$ cat src/rtl/salts_ram.sv
// ----------------------------------------------------------------------------
// salts_ram
// generic single-port-write, single-port-read ram with registered read data
// ----------------------------------------------------------------------------
module salts_ram #(
    parameter int unsigned WIDTH = 8,
    parameter int unsigned DEPTH = 16,
    parameter int unsigned AW    = (DEPTH > 1) ? $clog2(DEPTH) : 1
) (
    input  logic             clk,
    input  logic             we,
    input  logic [AW-1:0]    waddr,
    input  logic [WIDTH-1:0] wdata,
    input  logic             re,
    input  logic [AW-1:0]    raddr,
    output logic [WIDTH-1:0] rdata
);

    logic [WIDTH-1:0] mem [DEPTH];

    always_ff @(posedge clk)
    begin
        if (we)
        begin
            mem[waddr] <= wdata;
        end
    end

    always_ff @(posedge clk)
    begin
        if (re)
        begin
            rdata <= mem[raddr];
        end
    end

endmodule

$ cat config.mk
export PLATFORM = sky130hd
export DESIGN_NAME = salts_ram
export DESIGN_NICKNAME = d
export VERILOG_FILES = /design/src/rtl/salts_ram.sv
export SDC_FILE = /design/constraint.sdc
export NUM_CORES = 1
export LEC_CHECK = 0
export BUFFER_PORTS_ARGS = -buffer_cell sky130_fd_sc_hd__buf_2
export CORE_ASPECT_RATIO = 1.25
export CORE_MARGIN = 2
export CORE_UTILIZATION = 65
export DETAILED_ROUTE_END_ITERATION = 16
export GPL_TIMING_DRIVEN = 0
export HOLD_SLACK_MARGIN = 0.02
export PLACE_DENSITY = 0.83
export SYNTH_ARGS = -nofsm -noshare
export SYNTH_HDL_FRONTEND = slang
export SYNTH_SLANG_ARGS = --single-unit
$ cat constraint.sdc
create_clock -name clk -period 2.9 [get_ports clk]
set_input_delay 0.29 -clock clk [delete_from_list [all_inputs] [get_ports clk]]
set_output_delay 0.29 -clock clk [all_outputs]
set_load 0.005 [all_outputs]
==> results of run 1 <==
-- Yosys cell counts --
| library cell | count |
|---|---|
| mux4_1 | 14 |
| edfxtp_1 | 136 |
| nand2b_1 | 2 |
| or3b_2 | 1 |
| buf_6 | 3 |
| nor2_1 | 13 |
| and2_1 | 1 |
| nor2b_1 | 1 |
| and2b_1 | 1 |
| nand3b_1 | 2 |
| buf_4 | 1 |
| buf_2 | 3 |
| clkdlybuf4s25_2 | 3 |
| a22oi_1 | 16 |
| nand3_1 | 1 |
| mux4_2 | 18 |
| nand2_1 | 9 |
| nor3_1 | 4 |
-- critical path, delay by kind of cell --
| kind | cells | cell delay, ns |
|---|---|---|
| buf+inv | 1 | 0.14 |
| simple gates | 2 | 1.54 |
-- power by group through the flow --
stage | combinational (mW) | sequential [mW] | clock (mW)
2_1_floorplan | 0.112 | 2.26 | 0
3_3_place_gp | 0.198 | 2.26 | 0
3_5_place_dp | 0.205 | 2.27 | 0
4_1_cts | 0.209 | 2.23 | 2.03
5_1_grt | 0.224 | 2.23 | 2.10
6_report | 0.211 | 2.23 | 2.01
-- routing by layer --
layer	up-vias	GRT usage (%)	routed length, µm
met1	1294	34.2	3740
met2	163	39.6	5270
met4	0	12.9	350
met3	27	6.67	839
met5	-	0	0
li1	1074	-	-
-- area by class of cell --
cell class	instances	area share (%)
buffer	10	1.43
clock buffer	21	7.12
clock inverter	11	2.16
multi-input combinational	83	17.5
sequential	136	67.7
tap	95	1.97
timing repair buffer	25	2.07
-- metrics by stage --
| stage | instance area, µm² | hold WS [ns] | util (%) | power, mW |
|---|---|---|---|---|
| 2_1_floorplan | 5230 | 0.389 | - | 2.38 |
| 3_3_place_gp | 5470 | 0.620 | 70.2 | 2.46 |
| 3_5_place_dp | 5470 | 0.641 | 70.2 | 2.47 |
| 4_1_cts | 6030 | 0.105 | 77.4 | 4.47 |
| 5_1_grt | 6030 | 0.112 | 77.4 | 4.56 |
| 6_report | 6030 | 0.118 | 77.4 | 4.45 |
-- path summary, 6_finish.rpt --
kind	endpoint	slack (ns)	startpoint
setup / recovery	mem[0][1]$_DFFE_PP_	1.06	waddr[2]
hold / removal	rdata[6]$_DFFE_PP_	0.12	re
setup reg to reg	rdata[1]$_DFFE_PP_	1.30	mem[1][1]$_DFFE_PP_
hold reg to reg	rdata[2]$_DFFE_PP_	0.78	mem[12][2]$_DFFE_PP_
-- state kept, by name (all words and copies together), names as in the netlist --
| name | cells |
|---|---|
| rdata | 8 |
| mem | 128 |
-- cells by family after synthesis --
logic type,after synthesis
compound gates,16
simple gates,35
buf+inv,10
mux,32
flops,136
==> results.md, run 1 <==
- Post-Synth XOR/XNOR Area: 0%
- CP max stage cell: nor3_1
- Net Sw Frac: 19.2%
- Cells after Synth: 229
- Cell Int Power: 3.59 mW
- Row cnt: 36
- Starting DRC count in detailed routing: 320
- DRT antenna net count: 0
- Seq/Total Area, Yosys: 78.1%
- Die X: 84.2 µm
- Worst Tran Pin Value: 1.35 ns
- Vias in the first global route: 2541
- Clk pwr share: 45.2%
- Peak VDD IR: 0.638 mV
- Fin. Hold Viols: 0
- MaxCap Viol Count: 0
- Largest family of logic cells by synthesized area: multiplexers
- CP Capture Type: register
- Status: finished, final reports clean
- Cell Chain, Critical Path: buf_2 -> or3b_2 -> nor3_1
- Detail Placement HPWL: 5900 µm
- Ys Warns: 0
- Worst endpoint required time: 3.03 ns
- Mux contribution to synthesized area: 14.8%
- Clk sinks: 136
- Clock buffer count from CTS: 17
- Static Leak: 2.03 nW
- DRC viols: 0
- Area Growth Syn to Fin: 15.4%
- Critical path class: in -> reg
- Clk slew on worst S/H paths: 0.05 ns
- Layout Cells excl Fill: 381
- Fin. max-slew vios: 0
- Grt ovf: 0
- Syn Area/Cell: 22.8 µm²
- Worst min-delay path class: in -> reg
- Fin crit period: 1.84 ns
- Post-CTS setup buffer count: 0
- First-pass GRT wire length: 15400 µm
- Simple-Gate Fraction of Synth Area: 3.14%
- Hold Crit Depth: 1
- Routed vias: 2558
- Final Setup Violations: 0
- CTS Root Cell: clkbuf_8
- Gr usage total: 25.6%
- Arrival @ worst endpoint: 1.97 ns
- Multi-input logic area: 0.00106 mm²
- Fillcell total: 396
- Max FO, Critical Path: 8
- I/O pin count: 27
- Initial Util: 67.1%
- Ratio of cells with drive above 1 in the final layout: 28.0%
- Placed Instances: 349
- Skew-Pair Late Insertion Delay: 0.52 ns
- Largest net degree at the start of global routing: 17
- Distinct cells, synth: 18
- Max_slew headroom: 9.50%
- Post-CTS Hold Fix Bufs: 0
- Synth area leaders: edfxtp_1, mux4_2, mux4_1, a22oi_1, nor2_1
- Cts repair resizes: 0
- Maximum buffer depth of the clock tree: 2
- Post-synth top area share: 78.1%
- Area of the die: 0.00878 mm²
- Clk_skew: 0.00673 ns
- DR WL/cell: 26.8 µm
- Setup crit start kind: input port
- Pwr/cell area: 738 mW/mm²
- CTS tree: yes
- Vias/cell: 6.71
- Post-Syn Area: 0.00523 mm²
- Post-synthesis compound-gate area fraction: 2.30%
- Setup tns final: 0 ns
- Synth Area in Adders: 0%
- #FFs+latches synth: 136
- Initial antenna violation count: 0
- RSZ-0062 raised after global routing: no
- DP Worst Slack: 0.519 ns
- Most common cell after layout, fill and taps aside: edfxtp_1
- H-Tree Depth: 4
- Gate power share: 4.7%
- Antenna cell count: 0
- Worst Reg-to-Reg Cells: 3
- Reg power frac: 50.0%
- Placer Congestion: 0.916
- Slowest stage delay, CP: 1.02 ns
- Sequential Area: 0.00408 mm²
- Highest-count cells in the layout ignoring fill and taps: edfxtp_1, buf_2, mux4_2, a22oi_1, clkbuf_16
- First drt pass iteration count: 5
- I/O Buffers: 25
- Fin crit share: 63.5%
- Core Area: 0.00779 mm²
- Net Switching: 856 µW
- Achievable Freq: 0.543 GHz
- Final WS setup: 1.06 ns
- Post-layout net count: 292
- Syn nets: 248
- Cell taking the most area after synthesis: edfxtp_1
- Detailed Route WL: 10200 µm
- Die height: 104 µm
Note: power is estimated with default switching activity, not from simulation.
==> run 2, diff against run 1 <==
--- a/config.mk
+++ b/config.mk
@@ -5,14 +5,15 @@
 export SDC_FILE = /design/constraint.sdc
 export NUM_CORES = 1
 export LEC_CHECK = 0
+export ABC_AREA = 1
 export BUFFER_PORTS_ARGS = -buffer_cell sky130_fd_sc_hd__buf_2
 export CORE_ASPECT_RATIO = 1.25
 export CORE_MARGIN = 2
-export CORE_UTILIZATION = 65
+export CORE_UTILIZATION = 61
 export DETAILED_ROUTE_END_ITERATION = 16
 export GPL_TIMING_DRIVEN = 0
 export HOLD_SLACK_MARGIN = 0.02
-export PLACE_DENSITY = 0.83
+export PLACE_DENSITY = 0.78
 export SYNTH_ARGS = -nofsm -noshare
 export SYNTH_HDL_FRONTEND = slang
 export SYNTH_SLANG_ARGS = --single-unit
==> constraint.sdc (replaced) <==
create_clock -name clk -period 1.8 [get_ports clk]
set_input_delay 0.18 -clock clk [delete_from_list [all_inputs] [get_ports clk]]
set_output_delay 0.18 -clock clk [all_outputs]
set_load 0.005 [all_outputs]
==> run 2 against run 1 <==
Count of clock-buffer cells in the layout down 2. First-iteration DRC count up 86%. Synthesized cell count up 140%. Register-to-register slack worse by 0.71 ns. Area after synthesis up 12%. Worst hold slack worse by 0.0071 ns. Via count up 59%. Combinational power up 110%. Routed wire length up 33%. Utilization down 4.9 points. Sequential power up 61%. Largest power group unchanged.
==> results.md, run 2 <==
- Status: finished, final reports clean
- Achievable Freq: 0.775 GHz
- Worst Hold End: rdata[0]$_DFFE_PP_
- Area of the die: 0.0104 mm² (+18%)
- Clk slew on worst S/H paths: 0.06 ns (about the same)
- Ratio of cells with drive above 1 in the final layout: 11.7% (-16 points)
- Critical path class: in -> reg
- Pwr/cell area: 1110 mW/mm² (+50%)
- Multi-input logic area: 0.00121 mm² (+15%)
- Row cnt: 39 (+8.3%)
- #FFs+latches synth: 136 (unchanged)
- Fin. Hold Viols: 0 (unchanged)
- Hold Crit Depth: 1 (unchanged)
- Area Growth Syn to Fin: 14.3%
- Vias/cell: 5.58 (-17%)
- Initial Util: 63.4% (-3.7 points)
- Worst min-delay path class: in -> reg
- Reg2reg setup slack: 0.59 ns (-0.71 ns)
- Worst endpoint required time: 1.83 ns (-1.20 ns)
- Placer Congestion: 0.844 (-7.8%)
- Core Area: 0.00922 mm² (+18%)
- Post-synth EDFFs: 136 (unchanged)
- Vias in the first global route: 4097 (+61%)
- Ys Warns: 0 (unchanged)
- Post-layout net count: 612 (+110%)
- Seq/Total Area, Yosys: 69.8% (-8.3 points)
- Highest-count cells in the layout ignoring fill and taps: nand2_1, edfxtp_1, inv_1, nand3_1, buf_2
- Post-Syn Area: 0.00585 mm² (+12%)
- Slowest stage delay, CP: 0.80 ns (-0.22 ns)
- Starting DRC count in detailed routing: 595 (+86%)
- CTS Root Cell: clkbuf_16
- Final WS setup: 0.510 ns (-0.547 ns)
- Syn Area/Cell: 10.6 µm² (-54%)
- Fin crit period: 1.29 ns
- Crit Reg-Reg Endpoint: rdata[0]$_DFFE_PP_
- Clk sinks: 136 (unchanged)
- Sequential Area: 0.00408 mm² (unchanged)
- Largest regs: mem x128, rdata x8
- CP max stage cell: nor2_1
- Cell taking the most area after synthesis: edfxtp_1
- Max FO, Critical Path: 8 (unchanged)
- CTS tree: yes
- Fillcell total: 634 (+60%)
- Worst Reg-to-Reg Cells: 6 (+3)
- Final Setup Violations: 0 (unchanged)
- Reg with most FFs: mem
- Skew-Pair Late Insertion Delay: 0.42 ns (-0.10 ns)
- Routed vias: 4067 (+59%)
- Max_slew headroom: 31.9% (+22 points)
- Peak VDD IR: 1.09 mV (+70%)
- MaxCap Viol Count: 0 (unchanged)
- Post-synth top area share: 69.8% (-8.3 points)
- Fin. max-slew vios: 0 (unchanged)
- Hold path start: re
- Antenna cell count: 0 (unchanged)
- Post-CTS setup buffer count: 0 (unchanged)
- Grt ovf: 0 (unchanged)
- First drt pass iteration count: 5 (unchanged)
- Detail Placement HPWL: 8560 µm (+45%)
- Initial antenna violation count: 0 (unchanged)
- Most common cell after layout, fill and taps aside: nand2_1
- Arrival @ worst endpoint: 1.32 ns (-0.65 ns)
- Maximum buffer depth of the clock tree: 2 (unchanged)
- Max reg flops: 128 (unchanged)
- Setup tns final: 0 ns (unchanged)
- Synth area leaders: edfxtp_1, nand2_1, nand3_1, inv_1, buf_6
- Cell Chain, Critical Path: buf_2 -> nand3b_1 -> nor2_1
- R2R Path Start: mem[2][0]$_DFFE_PP_
- Cts repair resizes: 0 (unchanged)
- Clk_skew: 0.00511 ns (-0.00162 ns)
- CP Capture Type: register
- Static Leak: 2.90 nW (+43%)
- DRC viols: 0 (unchanged)
- DP Worst Slack: 0.113 ns (-0.406 ns)
- Hold_ws: 0.111 ns (-0.00712 ns)
- RSZ-0062 raised after global routing: no
- I/O pin count: 27 (unchanged)
- Gr usage total: 28.8% (+3.2 points)
- Die X: 91.6 µm (+8.7%)
- Die height: 113 µm (+8.8%)
- Cell with the most instances after synthesis: nand2_1
- Commonest cells post-synth: nand2_1, edfxtp_1, inv_1
- Distinct cells, synth: 11 (-7)
- Cells after Synth: 551 (+140%)
- I/O Buffers: 23 (-8.0%)
- Clock buffer count from CTS: 17 (unchanged)
- First-pass GRT wire length: 21600 µm (+41%)
- Fin crit share: 71.7%
- Largest net degree at the start of global routing: 17 (unchanged)
- Async SR Flop Fraction: 0% (unchanged)
- Utilization after layout: 72.5% (-4.9 points)
- Syn nets: 570 (+130%)
- Post-CTS Hold Fix Bufs: 0 (unchanged)
- DR WL/cell: 18.7 µm (-30%)
- Top FF cell, synth: edfxtp_1
- Worst Tran Pin Value: 1.02 ns (-0.329 ns)
- H-Tree Depth: 4 (unchanged)
- Setup crit start kind: input port
- Detailed Route WL: 13600 µm (+33%)
- DRT antenna net count: 0 (unchanged)
- Total power: 7.39 mW (+66%)
## run 2: cell families (layout without fill, tap and decap cells)
| family | after synthesis | count (layout) | synth area share, % |
|---|---|---|---|
| buf+inv | 126 | 181 | 9.39 |
| simple gates | 289 | 289 | 20.8 |
| flops | 136 | 136 | 69.8 |
## run 2: area by class of cell
| class | count | share of cell area (%) |
|---|---|---|
| clock inverter | 13 | 2.02 |
| multi-input combinational | 289 | 18.2 |
| sequential | 136 | 61.1 |
| buffer | 24 | 2.49 |
| timing repair buffer | 23 | 1.72 |
| tap | 123 | 2.30 |
| inverter | 102 | 5.73 |
| clock buffer | 19 | 6.48 |
## run 2: how the worst max path moves through the flow
| stage | startpoint | end | slack [ns] | depth (start not counted) |
|---|---|---|---|---|
| 3_5_place_dp | waddr[2] | mem[8][4]$_DFFE_PP_ | 0.11 | 3 |
| 3_3_place_gp | waddr[3] | mem[5][5]$_DFFE_PP_ | 0.14 | 3 |
| 6_report | waddr[2] | mem[8][7]$_DFFE_PP_ | 0.51 | 3 |
| 5_1_grt | waddr[2] | mem[8][2]$_DFFE_PP_ | 0.46 | 3 |
| 4_1_cts | waddr[2] | mem[8][7]$_DFFE_PP_ | 0.54 | 3 |
| 2_1_floorplan | waddr[2] | mem[10][0]$_DFFE_PP_ | 0.67 | 2 |
## run 2: metal layers
layer | up-vias | track usage, % | part of all wire (%)
li1 | 1870 | - | -
met1 | 1871 | 37.1 | 38
met2 | 293 | 45.6 | 49
met3 | 33 | 7.86 | 10
met4 | 0 | 14.0 | 2.8
met5 | - | 0 | 0
## run 2: critical path, delay by kind of cell
family        cells  cell delay [ns]
buf+inv           1             0.12
simple gates      2             1.02
## run 2: metrics by stage
step	instances	instance area [µm²]
4_1_cts	729	6680
2_1_floorplan	551	5850
3_3_place_gp	697	6120
6_report	729	6680
3_5_place_dp	697	6120
5_1_grt	729	6680
## run 2: power breakdown
part           total, mW  switching [mW]  internal (mW)
clock network       3.35            1.22           2.14
logic              0.453           0.320          0.133
registers           3.59          0.0170           3.57
